$ cat config.mk
export PLATFORM = sky130hd
export DESIGN_NAME = v3n_sqrt_cell
export DESIGN_NICKNAME = d
export VERILOG_FILES = /design/src/hdl/vector3_normalize_core_defines.svh /design/src/hdl/v3n_sqrt_cell.sv
export SDC_FILE = /design/constraint.sdc
export NUM_CORES = 1
export LEC_CHECK = 0
export BUFFER_PORTS_ARGS = -buffer_cell sky130_fd_sc_hd__buf_4
export CAP_MARGIN = 20
export CORE_AREA = 2 2 177 179
export DETAILED_ROUTE_END_ITERATION = 12
export DIE_AREA = 0 0 179 181
export PLACE_DENSITY_LB_ADDON = 0.05
export SLEW_MARGIN = 10
export SYNTH_ARGS = -nofsm -noshare
export SYNTH_HDL_FRONTEND = slang
export SYNTH_SLANG_ARGS = --single-unit
$ cat constraint.sdc
create_clock -name clock -period 2.5 [get_ports clock]
set_input_delay 0.125 -clock clock [delete_from_list [all_inputs] [get_ports clock]]
set_output_delay 0.125 -clock clock [all_outputs]
set_load 0.03 [all_outputs]
$ cat src/hdl/vector3_normalize_core_defines.svh
// Assertion macros shared by the vector normalize core.
// Included by the top level; uses its clock and reset ports.
`ifndef VECTOR3_NORMALIZE_CORE_DEFINES_SVH
`define VECTOR3_NORMALIZE_CORE_DEFINES_SVH

// Clocked property, disabled while reset is high.
`define V3N_ASSERT(lbl, prop) \
   lbl: assert property (@(posedge clock) disable iff (reset) prop) \
      else $error("v3n check failed");

// Same-cycle implication.
`define V3N_ASSERT_IMPL(lbl, ante, cons) \
   `V3N_ASSERT(lbl, (ante) |-> (cons))

`endif

$ cat src/hdl/v3n_sqrt_cell.sv
// One cell of the square root chain: settles one root bit per cell.
// Uses no package items.
`default_nettype none
module v3n_sqrt_cell #(
   parameter int W      = 32,
   parameter int SIDE_W = 99
) (
   input  wire logic              clock,
   input  wire logic              reset,
   input  wire logic              enable,
   input  wire logic              valid_in,
   input  wire logic [2*W-1:0]    rad_in,
   input  wire logic [W+1:0]      rem_in,
   input  wire logic [W-1:0]      root_in,
   input  wire logic [SIDE_W-1:0] side_in,
   output logic                   valid_out,
   output logic [2*W-1:0]         rad_out,
   output logic [W+1:0]           rem_out,
   output logic [W-1:0]           root_out,
   output logic [SIDE_W-1:0]      side_out
);
   logic              valid_ff;
   logic [2*W-1:0]    rad_ff, rad_in_nx;
   logic [W+1:0]      rem_ff, rem_in_nx;
   logic [W-1:0]      root_ff, root_in_nx;
   logic [SIDE_W-1:0] side_ff;
   logic [W+3:0]      rem_cat;
   logic [W+3:0]      trial;

   always_comb begin
      rem_cat   = {rem_in, rad_in[2*W-1 -: 2]};
      trial     = (W+4)'({root_in, 2'b01});
      rad_in_nx = {rad_in[2*W-3:0], 2'b00};
      if (rem_cat >= trial) begin
         rem_in_nx  = (W+2)'(rem_cat - trial);
         root_in_nx = {root_in[W-2:0], 1'b1};
      end else begin
         rem_in_nx  = (W+2)'(rem_cat);
         root_in_nx = {root_in[W-2:0], 1'b0};
      end
   end

   always_ff @(posedge clock) begin
      if (reset) begin
         valid_ff <= 1'b0;
      end else if (enable) begin
         valid_ff <= valid_in;
      end
   end

   always_ff @(posedge clock) begin
      if (enable) begin
         rad_ff  <= rad_in_nx;
         rem_ff  <= rem_in_nx;
         root_ff <= root_in_nx;
         side_ff <= side_in;
      end
   end

   assign valid_out = valid_ff;
   assign rad_out   = rad_ff;
   assign rem_out   = rem_ff;
   assign root_out  = root_ff;
   assign side_out  = side_ff;
endmodule
`default_nettype wire

---- After elaboration in Yosys (flattened, before gate mapping) ----
Cells that the tools add are included.
storage, ports and cells
  register bits ........................... 228
  bits in latches ......................... 0
  memory bits (writable) .................. 0
  memory bits (read-only) ................. 0
  output and inout port bits .............. 230
  logic and storage cells ................. 9
  memories kept ........................... 0
operators by class
  add/sub/neg operators ................... 1
  multiply operators ...................... 0
  divide/modulo/power cells ............... 0
  order comparisons ....................... 1
  equality and inequality tests ........... 0
  shifts and indexed selects .............. 0
  muxes and demuxes ....................... 2
  bitwise operators ....................... 0
  reduce and logical (&&, ||, !) cells .... 0
operators with widths
  operator                                          count
  36-bit by 34-bit >= comparator with 1-bit output  1
  34-bit two-way mux                                1
  34-bit subtractor                                 1
  1-bit two-way mux                                 1

---- Depth between registers and ports, before layout ----
  depth after elaboration ................. 2
  mapped depth ............................ 13

---- Least setup slack after synthesis ----
No wires, ideal clock.
  kind .................................... input-to-reg
  from .................................... input root_in[27]
  to ...................................... register rem_ff[3], in the netlist rem_out[3] (data pin)
  library setup time ...................... 262 ps
  data arrival time ....................... 2,229 ps
  data required time ...................... 2,238 ps
  path slack .............................. 9 ps
  stages on the path ...................... 10
  buffers on the path ..................... 1
  cells stage by stage .................... inv_1 ha_1 a21o_1 a21o_1 a21o_1 a311o_1 a211oi_1 o21a_1 buf_4 mux2_1
on the way
  longest elaborated chain between the ends .. 2
RTL lines
  what                                              line                 source
  start: declaration                                v3n_sqrt_cell.sv:14  input wire logic [W-1:0] root_in,
  36-bit by 34-bit >= comparator with 1-bit output  v3n_sqrt_cell.sv:34  if (rem_cat >= trial) begin
  34-bit two-way mux                                v3n_sqrt_cell.sv:34
  named net rem_in_nx[3]                            v3n_sqrt_cell.sv:24  logic [W+1:0] rem_ff, rem_in_nx;
  end signal: assignment                            v3n_sqrt_cell.sv:54  rem_ff <= rem_in_nx;
  end: declaration                                  v3n_sqrt_cell.sv:24
The timed path passes the listed nets, and every way through them passes these cells.
A chain may end at the register's enable or synchronous reset.

---- Worst setup path in the final report ----
  from .................................... input rem_in[26]
  to ...................................... register rem_ff[3], in the netlist rem_out[3] (data pin)
on the way
  longest elaborated chain between the ends .. 2
RTL lines
  what                                              line                 source
  start: declaration                                v3n_sqrt_cell.sv:13  input wire logic [W+1:0] rem_in,
  36-bit by 34-bit >= comparator with 1-bit output  v3n_sqrt_cell.sv:34
  34-bit two-way mux                                v3n_sqrt_cell.sv:34
  named net rem_in_nx[3]                            v3n_sqrt_cell.sv:24
The timed path passes the listed nets, and every way through them passes these cells.

==> impl_metrics.json <==
{
  "grt_pass1_wl_mm": 48.8,
  "path_class": "input pin to register",
  "dp_hpwl_mm": 25.4,
  "worst-path-max-fanout": 6,
  "synth_top_family_by_area": "compound AO/OA/AOI/OAI gates",
  "antenna_found_initial": 3,
  "cpMaxStageDelayCell": "dlygate4sd3_1",
  "grt-ovfl-total": 0,
  "cts-htree-levels": 1,
  "muxShareOfSynthArea_pct": 0.800,
  "coreArea_mm2": 0.0303,
  "synth_compound_area_share_pct": 9.36,
  "finalNetCount": 1657,
  "path_clk_slew_ps": 60,
  "synth_area_mm2": 0.00923,
  "cpMostUsedCell": "a21o_1",
  "cp.required_ps": 2800,
  "ioPinCount": 463,
  "synth_top_area_share_pct": 73.9,
  "maxCapViolCount": 0,
  "yosys.area.top_type": "edfxtp_1",
  "ir_drop_mv": 0.823,
  "period_share_pct": 96.8,
  "die_height_um": 181,
  "synthArstFlopShare_pct": 0,
  "synth.distinct_cells": 58,
  "power.density_mw_per_mm2": 689,
  "ant_nets": 0,
  "hp-start": "enable",
  "die_w_um": 179,
  "fin_skew_ps": 0,
  "wl_mm": 33.7,
  "cts_tree": "yes",
  "numPortBuffers": 460,
  "worstPathArrival_ps": 2720,
  "cts_sinks": 228,
  "detail_route.first_pass.iterations": 4,
  "root_buffer": "clkbuf_16",
  "track_usage_pct": 19.9,
  "synthAdderAreaFrac_pct": 4.61,
  "worst_r2r_startpoint": "valid_out$_SDFFE_PP0P_",
  "outcome": "finished clean",
  "final_util_pct": 56.9,
  "synth_xor_area_share_pct": 2.66,
  "grt_setup_unrepaired": "no",
  "wl_per_cell_um": 18.6,
  "max_slew_margin_pct": 57.9,
  "syn_avg_cell_area_um2": 15.5,
  "grt_max_degree": 72,
  "cts_buffer_depth": 3,
  "p_leak_uw": 0.00753,
  "post_cts_buffers": 0,
  "yosys-top-cells-count": "edfxtp_1 (227), nand2_1 (48), inv_1 (41)",
  "crit_chain": "dlygate4sd3_1 -> buf_4 -> ha_2 -> a21o_1 -> a21o_1 -> a21o_1 -> a311o_1 -> a211oi_2 -> o21a_2 -> buf_6 -> mux2_1",
  "start_util_pct": 30.4,
  "p_total_uw": 11900,
  "setup_tns_ps": 0,
  "clk_latency_ps": 550,
  "synth-edff-count": 227,
  "hold_viol_final": 0,
  "max_freq_mhz": 413,
  "drive_gt1_share_pct": 44.2,
  "num_vias": 7953,
  "fp-row-count": 64,
  "seq_area_frac_synth_pct": 74.1,
  "yosys.cell_count.top_type": "edfxtp_1",
  "max_stage_delay_ps": 530,
  "start_kind": "input pin",
  "dp.cells": 1530,
  "finalCriticalPeriod_ps": 2420,
  "synth_seq_cells": 228,
  "final-setup-viol-count": 0,
  "fin_cells": 1809,
  "critPathLaunch": "rem_in[26]",
  "synth_ff_type": "edfxtp_1",
  "remaining_drc_errors": 0,
  "yosys_warnings": 0,
  "syn2layout_area_growth_pct": 87.0,
  "endpoint_kind": "register",
  "min_path_type": "input pin to register",
  "vias_per_cell": 4.40,
  "cts_buffers": 27,
  "first_iter_violations": 356,
  "worstMarginPinSlew_ps": 632,
  "first_global_vias": 8250,
  "dieArea_mm2": 0.0324,
  "gp_congestion": 0.792,
  "n_fill_cell": 2616,
  "synth_simple_gate_area_share_pct": 5.95,
  "synthCells": 596,
  "slew_violations": 0,
  "synth_area_leaders": "edfxtp_1 (74%), ha_1 (4.6%), nand2_1 (2.0%)"
}
critical path: cells and delay by family:
family | cells | cell delay, ps
AOI/OAI and AO/OA | 6 | 1310
muxes | 1 | 300
buffers and inverters | 3 | 790
adders and majority gates | 1 | 180
path summary, 6_finish.rpt:
path | end | slack, ps | cells after the start
worst max-delay path | rem_out[3]$_DFFE_PP_ | 80 | 11
worst min-delay path | side_out[18]$_DFFE_PP_ | 30 | 1
worst max register to register | valid_out$_SDFFE_PP0P_ | 1360 | 3
worst min register to register | valid_out$_SDFFE_PP0P_ | 1050 | 3
area by class of cell:
class                      count  area, um^2  share of cell area, %
inverter                      42         160                  0.928
multi-input combinational    313        2300                   13.3
sequential                   228        6840                   39.6
clock buffer                  28         679                   3.94
clock inverter                21         300                   1.74
timing repair buffer         778        6480                   37.6
tap                          396         495                   2.87
antenna                        3        7.51                 0.0435
state kept, by name, indices dropped and copies added (netlist names):
signal,count
valid_out,1
side_out,99
root_out,32
rem_out,34
rad_out,62
kinds of logic (layout without fill, tap and decap cells):
kind of cell | count (synthesis) | in the layout
DFF | 228 | 228
other | 1 | 5
buffers and inverters | 56 | 869
xor gates and xnor gates | 28 | 28
AOI/OAI and AO/OA | 129 | 129
muxes | 7 | 7
adders and majority gates | 34 | 34
and+or+nand+nor | 113 | 113
metal layers:
layer	up-vias	part of all wire (%)	routed length (um)	GRT usage, %
li1	3850	-	-	-
met1	3798	35	11900	21.5
met2	254	53	18000	37.2
met3	51	8.3	2780	5.66
met4	0	2.9	969	5.85
met5	-	0	0	0
repair_timing:
item / 4_1_cts / 5_1_grt
hold buffers: 227 / 0
setup endpoints to repair: 0 / 34
hold endpoints to repair: 226 / 0
resized for setup: 0 / 29
per-stage QoR:
| stage | area [um^2] | hold slack (ps) | setup WS, ps |
|---|---|---|---|
| after floorplan | 9230 | 197 | 8.96 |
| after global placement | 13800 | 286 | -161 |
| after detailed placement | 13800 | 287 | -220 |
| after CTS | 17100 | 34.8 | 7.72 |
| after global routing | 17300 | 41.1 | 3.44 |
| final | 17300 | 32.0 | 79.0 |
cell usage in the layout, fill, tap and decap left out, types with 15 or more instances in the layout:
master and instances:
buf_4 542, dlygate4sd3_1 227, edfxtp_1 227, nand2_1 47, inv_1 40, o21ai_1 32, ha_1 29, clkbuf_16 27
a21oi_1 23, a21o_1 21, xor2_1 16, nor2_1 15
report_power, final:
part	internal [uW]	switching [uW]	total, uW
Sequential	4620	99.1	4720
Combinational	1310	1540	2850
Clock	2700	1620	4320
Total	8630	3260	11900
(Power assumes the default switching activity.)
