[src/hdl/vector3_normalize_core_defines.svh]
// Assertion macros shared by the vector normalize core.
// Included by the top level; uses its clock and reset ports.
`ifndef VECTOR3_NORMALIZE_CORE_DEFINES_SVH
`define VECTOR3_NORMALIZE_CORE_DEFINES_SVH

// Clocked property, disabled while reset is high.
`define V3N_ASSERT(lbl, prop) \
   lbl: assert property (@(posedge clock) disable iff (reset) prop) \
      else $error("v3n check failed");

// Same-cycle implication.
`define V3N_ASSERT_IMPL(lbl, ante, cons) \
   `V3N_ASSERT(lbl, (ante) |-> (cons))

`endif

[src/hdl/v3n_pkg.sv]
// Shared constants for the vector normalize core.
// No dependencies.
`default_nettype none
package v3n_pkg;
   localparam int FIELD_W   = 32;  // width of every port field
   localparam int UNIT_FRAC = 30;  // fraction bits of the unit vector
   localparam int QUOT_W    = UNIT_FRAC + 1;  // quotient reaches 1.0
   localparam int LANES     = 3;
endpackage
`default_nettype wire

[src/hdl/v3n_div_cell.sv]
// One cell of the divider chain: one quotient bit for each of three lanes.
// Depends on v3n_pkg.
`default_nettype none
module v3n_div_cell
   import v3n_pkg::*;
#(
   parameter int W     = 32,
   parameter bit FIRST = 1'b0
) (
   input  wire logic                  clock,
   input  wire logic                  reset,
   input  wire logic                  enable,
   input  wire logic                  valid_in,
   input  wire logic [LANES*W-1:0]    rem_in,
   input  wire logic [LANES*QUOT_W-1:0] quot_in,
   input  wire logic [W+3:0]          side_in,  // len, neg[2:0], zero
   output logic                       valid_out,
   output logic [LANES*W-1:0]         rem_out,
   output logic [LANES*QUOT_W-1:0]    quot_out,
   output logic [W+3:0]               side_out
);
   logic                    valid_ff;
   logic [LANES*W-1:0]      rem_ff, rem_nx;
   logic [LANES*QUOT_W-1:0] quot_ff, quot_nx;
   logic [W+3:0]            side_ff;
   logic [W-1:0]            len;

   assign len = side_in[W-1:0];

   always_comb begin
      logic [W:0] t;
      for (int i = 0; i < LANES; i++) begin
         if (FIRST) begin
            t = {1'b0, rem_in[i*W +: W]};
         end else begin
            t = {rem_in[i*W +: W], 1'b0};
         end
         if (t >= {1'b0, len}) begin
            rem_nx[i*W +: W]          = W'(t - {1'b0, len});
            quot_nx[i*QUOT_W +: QUOT_W] = {quot_in[i*QUOT_W +: QUOT_W-1], 1'b1};
         end else begin
            rem_nx[i*W +: W]          = W'(t);
            quot_nx[i*QUOT_W +: QUOT_W] = {quot_in[i*QUOT_W +: QUOT_W-1], 1'b0};
         end
      end
   end

   always_ff @(posedge clock) begin
      if (reset) begin
         valid_ff <= 1'b0;
      end else if (enable) begin
         valid_ff <= valid_in;
      end
   end

   always_ff @(posedge clock) begin
      if (enable) begin
         rem_ff  <= rem_nx;
         quot_ff <= quot_nx;
         side_ff <= side_in;
      end
   end

   assign valid_out = valid_ff;
   assign rem_out   = rem_ff;
   assign quot_out  = quot_ff;
   assign side_out  = side_ff;
endmodule
`default_nettype wire

[config.mk]
export PLATFORM = sky130hd
export DESIGN_NAME = v3n_div_cell
export DESIGN_NICKNAME = d
export VERILOG_FILES = /design/src/hdl/vector3_normalize_core_defines.svh /design/src/hdl/v3n_pkg.sv /design/src/hdl/v3n_div_cell.sv
export SDC_FILE = /design/constraint.sdc
export NUM_CORES = 1
export LEC_CHECK = 0
export ABC_AREA = 1
export BUFFER_PORTS_ARGS = -buffer_cell sky130_fd_sc_hd__buf_2
export CAP_MARGIN = 0
export CORE_UTILIZATION = 35
export DETAILED_ROUTE_END_ITERATION = 16
export PLACE_DENSITY = 0.65
export SYNTH_ARGS = -nofsm -noshare
export SYNTH_HDL_FRONTEND = slang
export SYNTH_SLANG_ARGS = --single-unit
[constraint.sdc]
create_clock -name clock -period 2.25 [get_ports clock]
set_input_delay 0.45 -clock clock [delete_from_list [all_inputs] [get_ports clock]]
set_output_delay 0.45 -clock clock [all_outputs]
set_load 0.05 [all_outputs]
## Word level (Yosys, flattened, before mapping)

Cells that the tools add are included.

- $add $sub $neg: 3
- Multipliers: 0
- Div/mod/pow operators: 0
- Magnitude comparators: 3
- Eq/ne operators: 0
- Shifts and indexed selects: 0
- Muxes and demuxes: 6
- Bitwise logic cells: 0
- Reductions and logical operators: 0

Operators by type and width:

| kind | count |
|---|---|
| >= comparator 33 x 32 -> 1 bit | 3 |
| two-way mux 32 bit | 3 |
| subtractor 32 bit | 3 |
| two-way mux 1 bit | 3 |

- Flip-flop bits (word level): 226
- Latch bits: 0
- Bits in writable memories: 0
- Memory bits (read-only): 0
- Input bits: 229
- Output and inout port bits: 226
- Logic and storage cells: 19
- Memories kept: 0

## Depth between registers and ports, before layout

- Depth after elaboration: 2
- Gate-level depth with buffers: 16
- Gate-level depth less buffers: 14

## Worst setup path after synthesis

Ideal clock, no wire load.

- Path kind: input port to flip-flop
- Start point: in side_in[2]
- End point: reg rem_ff[57] (netlist: rem_out[57]), data pin
- Setup time: 0.252 ns
- Arrival: 1.794 ns
- Setup slack: 0.204 ns
- Cell stages on the path: 16
- Cell sequence: inv_1 -> ha_1 -> buf_2 -> nand2_1 -> nand2_1 -> nand2_1 -> nand2_1 -> nand2_1 -> nand3_2 -> nand2_2 -> nand2_2 -> nand2_4 -> nand2_8 -> buf_12 -> nand3_2 -> nand2_1

- Word-level cells in the longest chain between the ends: 2
- Elaborated cells between the ends (all ways): 3
- Those cells by class: add/sub: 1; order compare: 1; mux: 1

Ends and longest elaborated chain:

| element | RTL line | source |
|---|---|---|
| start: declaration | v3n_div_cell.sv:16 | `input wire logic [W+3:0] side_in,` |
| subtractor 32 bit / >= comparator 33 x 32 -> 1 bit (equally long branches) | v3n_div_cell.sv:39, v3n_div_cell.sv:38 |  |
| two-way mux 32 bit * | v3n_div_cell.sv:38 | `if (t >= {1'b0, len}) begin` |
| via rem_nx[57] | v3n_div_cell.sv:23 | `logic [LANES*W-1:0] rem_ff, rem_nx;` |
| end signal: assignment | v3n_div_cell.sv:58 | `rem_ff <= rem_nx;` |
| end: declaration | v3n_div_cell.sv:23 |  |

Mark *: on every way through the listed nets, which the timed path passes. The rest lies on a longest branch.
A chain may end at the register's enable or synchronous reset.

## Final worst setup path

- Start point: in side_in[27]
- End point: reg rem_ff[15] (netlist: rem_out[15]), data pin

- Word-level cells in the longest chain between the ends: 2

Ends and longest elaborated chain:

| element | RTL line |
|---|---|
| >= comparator 33 x 32 -> 1 bit | v3n_div_cell.sv:38 |
| two-way mux 32 bit | v3n_div_cell.sv:38 |
| via rem_nx[15] | v3n_div_cell.sv:23 |

The timed path passes the listed nets, and every way through them passes these cells.

==> run summary <==
Status - finished clean
Critical path required time - 2.56 ns
Max_cap viols - 0
Logic pwr share - 0.375
Hold Fails Final Rpt - 0
Initial DRC count - 910
Clk_skew - 0 ns
Maximum vdd drop - 0.5349 mV
Non-Filler Instances - 3528
Remaining antenna violation count - 0
Compound-cell area share of the yosys netlist - 0.02569
Post-DP HPWL - 49970 um
Sw frac - 0.3722
Crit path top cell by count - nand2_1
GRT Total Usage - 0.2501
Worst path cell trace - buf_2 > inv_1 > ha_1 > nand2_1 > o21bai_1 > a21oi_1 > nand2_1 > nor2_4 > nand2_4 > nand2_1 > nand2_1
I/O pin cnt - 455
Clock power share - 0.281
Met3 WL post-DR - 3099 um
Clock sinks - 226
Initial Util - 0.3549
Place WS - -0.5242 ns
Layout Nets - 3235
Crit path max fanout - 16
Clk buf depth - 3
Net Sw Power - 5793 uW
DR WL/cell - 17.05 um
Top delay family on crit path - simple AND/OR/NAND/NOR gates
Final setup vio count - 0
Main combinational cell family by area after synthesis - simple AND/OR/NAND/NOR gates
Met2 Routed Length - 30460 um
Max Freq - 0.4573 GHz
Die height - 216.3 um
CTS tree - done
Die Width - 216.3 um
Slew HR - 0.6851
Largest net degree at the start of global routing - 48
Synth warnings - 0
Floorplan row count - 78
Static Leak - 0.01226 uW
Slew @ Worst Pin - 0.4724 ns
Buffer and inverter count on the worst path - 2
Adder-cell share of the synthesized area - 0.07849
Min cycle time layout - 2.187 ns
Fin crit share - 0.9719
FF+latch count, synth - 226
Clock transition at the registers of the reported paths - 0.06 ns
Share of layout cells above drive strength 1 - 0.3109
Remaining DRCs - 0
Post-DR vias/cell - 4.623
Hold Path Origin - reset
Final Max Tran Viols - 0
Die area - 0.04677 mm^2
TritonCTS buffer count - 26
Placed instance count - 3476
Pwr/cell area - 689.4 mW/mm^2
Clock H-tree levels - 1
Worst R2R Path Depth - 2
Post-synthesis cell type count - 31
Root Buffer - clkbuf_16
Fillers - 4498
Hold Crit Endpoint - valid_out
Sequential area share after synthesis - 0.4217
DRT Wirelength - 60140 um
Crit. End Element - register
Worst-Skew Late Latency - 0.55 ns
Port Buffers - 451
Critical R2R Launch - valid_out
Antenna violations before repair - 4
R2R setup slack - 1.68 ns
Crit path launch type - input port
XOR/XNOR share of the synthesized area - 0.02289
Congestion Overflow GR - 0
CP max stage delay - 0.36 ns
Slowest CP cell - ha_1
Final worst-path setup slack - 0.06314 ns
Commonest cells after routing, fill and taps aside - 831 x nand2_1, 450 x buf_2, 383 x inv_1, 323 x buf_4, 225 x edfxtp_1
Wire length on met1 - 23940 um
Post-Synth Simple-Gate Area - 0.3456
Hold path cells - 2
Vias in the first global route - 15835
RSZ-0062 raised after global routing - yes
Top sig layer - met5
First-pass DRT Iterations - 5
Reg2reg end - valid_out
Mux cell area share after synthesis - 0.0006229
Most common cell after layout, fill and taps aside - nand2_1
Mapped Area - 0.01607 mm^2
Post-Synthesis Mean Instance Area - 7.591 um^2
Worst path arrival time - 2.49 ns
Synth Net Count - 2445
Area Overhead vs Synth - 40.52%
Vias post-DR - 16311
Cells after Synth - 2117
Core area - 0.04528 mm^2
Kind of critical path - input port to register
Hold/Removal Path Class - input port to register
Sequential share of power - 0.343
First-pass GRT wire length - 88550 um
Int Power - 9772 uW
Routability cong. - 0.9403
## cell type report
type	count	area, um^2	area share
diodes	1	2.502	0.0001108
clock buffers	33	698.2	0.03092
clock inverters	15	182.7	0.008090
inverters	385	1449	0.06417
multi-input cells	1476	7669	0.3396
flip-flops and latches	226	6777	0.3001
well taps	600	750.7	0.03325
repair buffers	792	5052	0.2237
## layer usage
layer | vias to the layer above | track usage
met2 | 500 | 0.4616
met4 | 2 | 0.1014
met3 | 104 | 0.02919
met5 | - | 0
li1 | 8271 | -
met1 | 7434 | 0.2916
## worst max path at each step
stage,from,endpoint,slack (ns),cells after the start
global route,side_in[7],rem_out[34],-0.03,14
floorplan,side_in[2],rem_out[57],0.20,16
detailed placement,side_in[7],rem_out[34],-0.52,14
CTS,side_in[7],rem_out[34],0.06,14
finish,side_in[27],rem_out[15],0.06,11
global placement,side_in[7],rem_out[34],-0.53,14
## stage by stage
| step | cell area (um^2) | power (uW) | util | setup TNS, ns | hold slack [ns] |
|---|---|---|---|---|---|
| 2_1_floorplan | 16070 | 8991 | - | 0 | 0.5224 |
| 3_3_place_gp | 21610 | 11190 | 0.4773 | -36.50 | 0.4718 |
| 3_5_place_dp | 21610 | 11240 | 0.4773 | -38.16 | 0.4778 |
| 4_1_cts | 22500 | 15680 | 0.4968 | 0 | 0.02037 |
| 5_1_grt | 22580 | 16300 | 0.4986 | -0.03068 | 0.04062 |
| 6_report | 22580 | 15570 | 0.4986 | 0 | 0.04727 |
## registers in the layout, indices dropped and copies added (netlist names)
signal,cells
rem_out,96
quot_out,93
side_out,36
valid_out,1
## kinds of logic (layout without fill, tap and decap cells)
group / Yosys count / count (layout)
AO/OA/AOI/OAI: 78 / 78
AND/OR/NAND/NOR: 1255 / 1256
buffers and inverters: 416 / 1225
other: 0 / 1
multiplexers: 1 / 1
flip-flops: 226 / 226
adder cells (fa/ha/maj): 99 / 99
XOR/XNOR: 42 / 42
## Yosys cell counts
| master | count | area share |
|---|---|---|
| inv_1 | 384 | 0.090 |
| nand4_1 | 10 | 0.0039 |
| nor3_1 | 21 | 0.0065 |
| and2_1 | 24 | 0.0093 |
| nor3_2 | 6 | 0.0037 |
| nand2_4 | 3 | 0.0021 |
| a21oi_1 | 66 | 0.021 |
| nand3_1 | 161 | 0.050 |
| xor2_1 | 39 | 0.021 |
| nand3_2 | 39 | 0.024 |
| nand2_2 | 9 | 0.0035 |
| buf_6 | 6 | 0.0042 |
| inv_2 | 1 | 0.00023 |
| fa_1 | 3 | 0.0037 |
| nand3b_1 | 29 | 0.014 |
| edfxtp_1 | 225 | 0.42 |
| nor2_1 | 106 | 0.025 |
| xnor2_1 | 3 | 0.0016 |
| buf_2 | 20 | 0.0062 |
| nand2_8 | 3 | 0.0037 |
| ha_1 | 96 | 0.075 |
| buf_4 | 2 | 0.00093 |
| mux2i_1 | 1 | 0.00062 |
| nor2_4 | 3 | 0.0021 |
| a21o_1 | 3 | 0.0014 |
| o21ai_0 | 3 | 0.00093 |
| nor2_2 | 9 | 0.0035 |
| o21bai_1 | 6 | 0.0028 |
| dfxtp_1 | 1 | 0.0012 |
| buf_12 | 3 | 0.0037 |
| nand2_1 | 832 | 0.19 |
## power groups by stage
| stage | clock network, uW | logic (uW) | registers (uW) |
|---|---|---|---|
| 4_1_cts | 4500 | 5830 | 5350 |
| 5_1_grt | 4630 | 6290 | 5380 |
| 3_3_place_gp | 0 | 5760 | 5420 |
| 3_5_place_dp | 0 | 5810 | 5430 |
| 6_report | 4380 | 5840 | 5340 |
| 2_1_floorplan | 0 | 1950 | 7040 |
## timing repair
item | in CTS | in global routing
resized for setup | 0 | 8
buffers inserted | 0 | 2
setup endpoints to repair | 0 | 13
hold buffers | 0 | 0
hold endpoints to repair | 0 | 0
No activity file was read; power rests on OpenSTA's default activity.
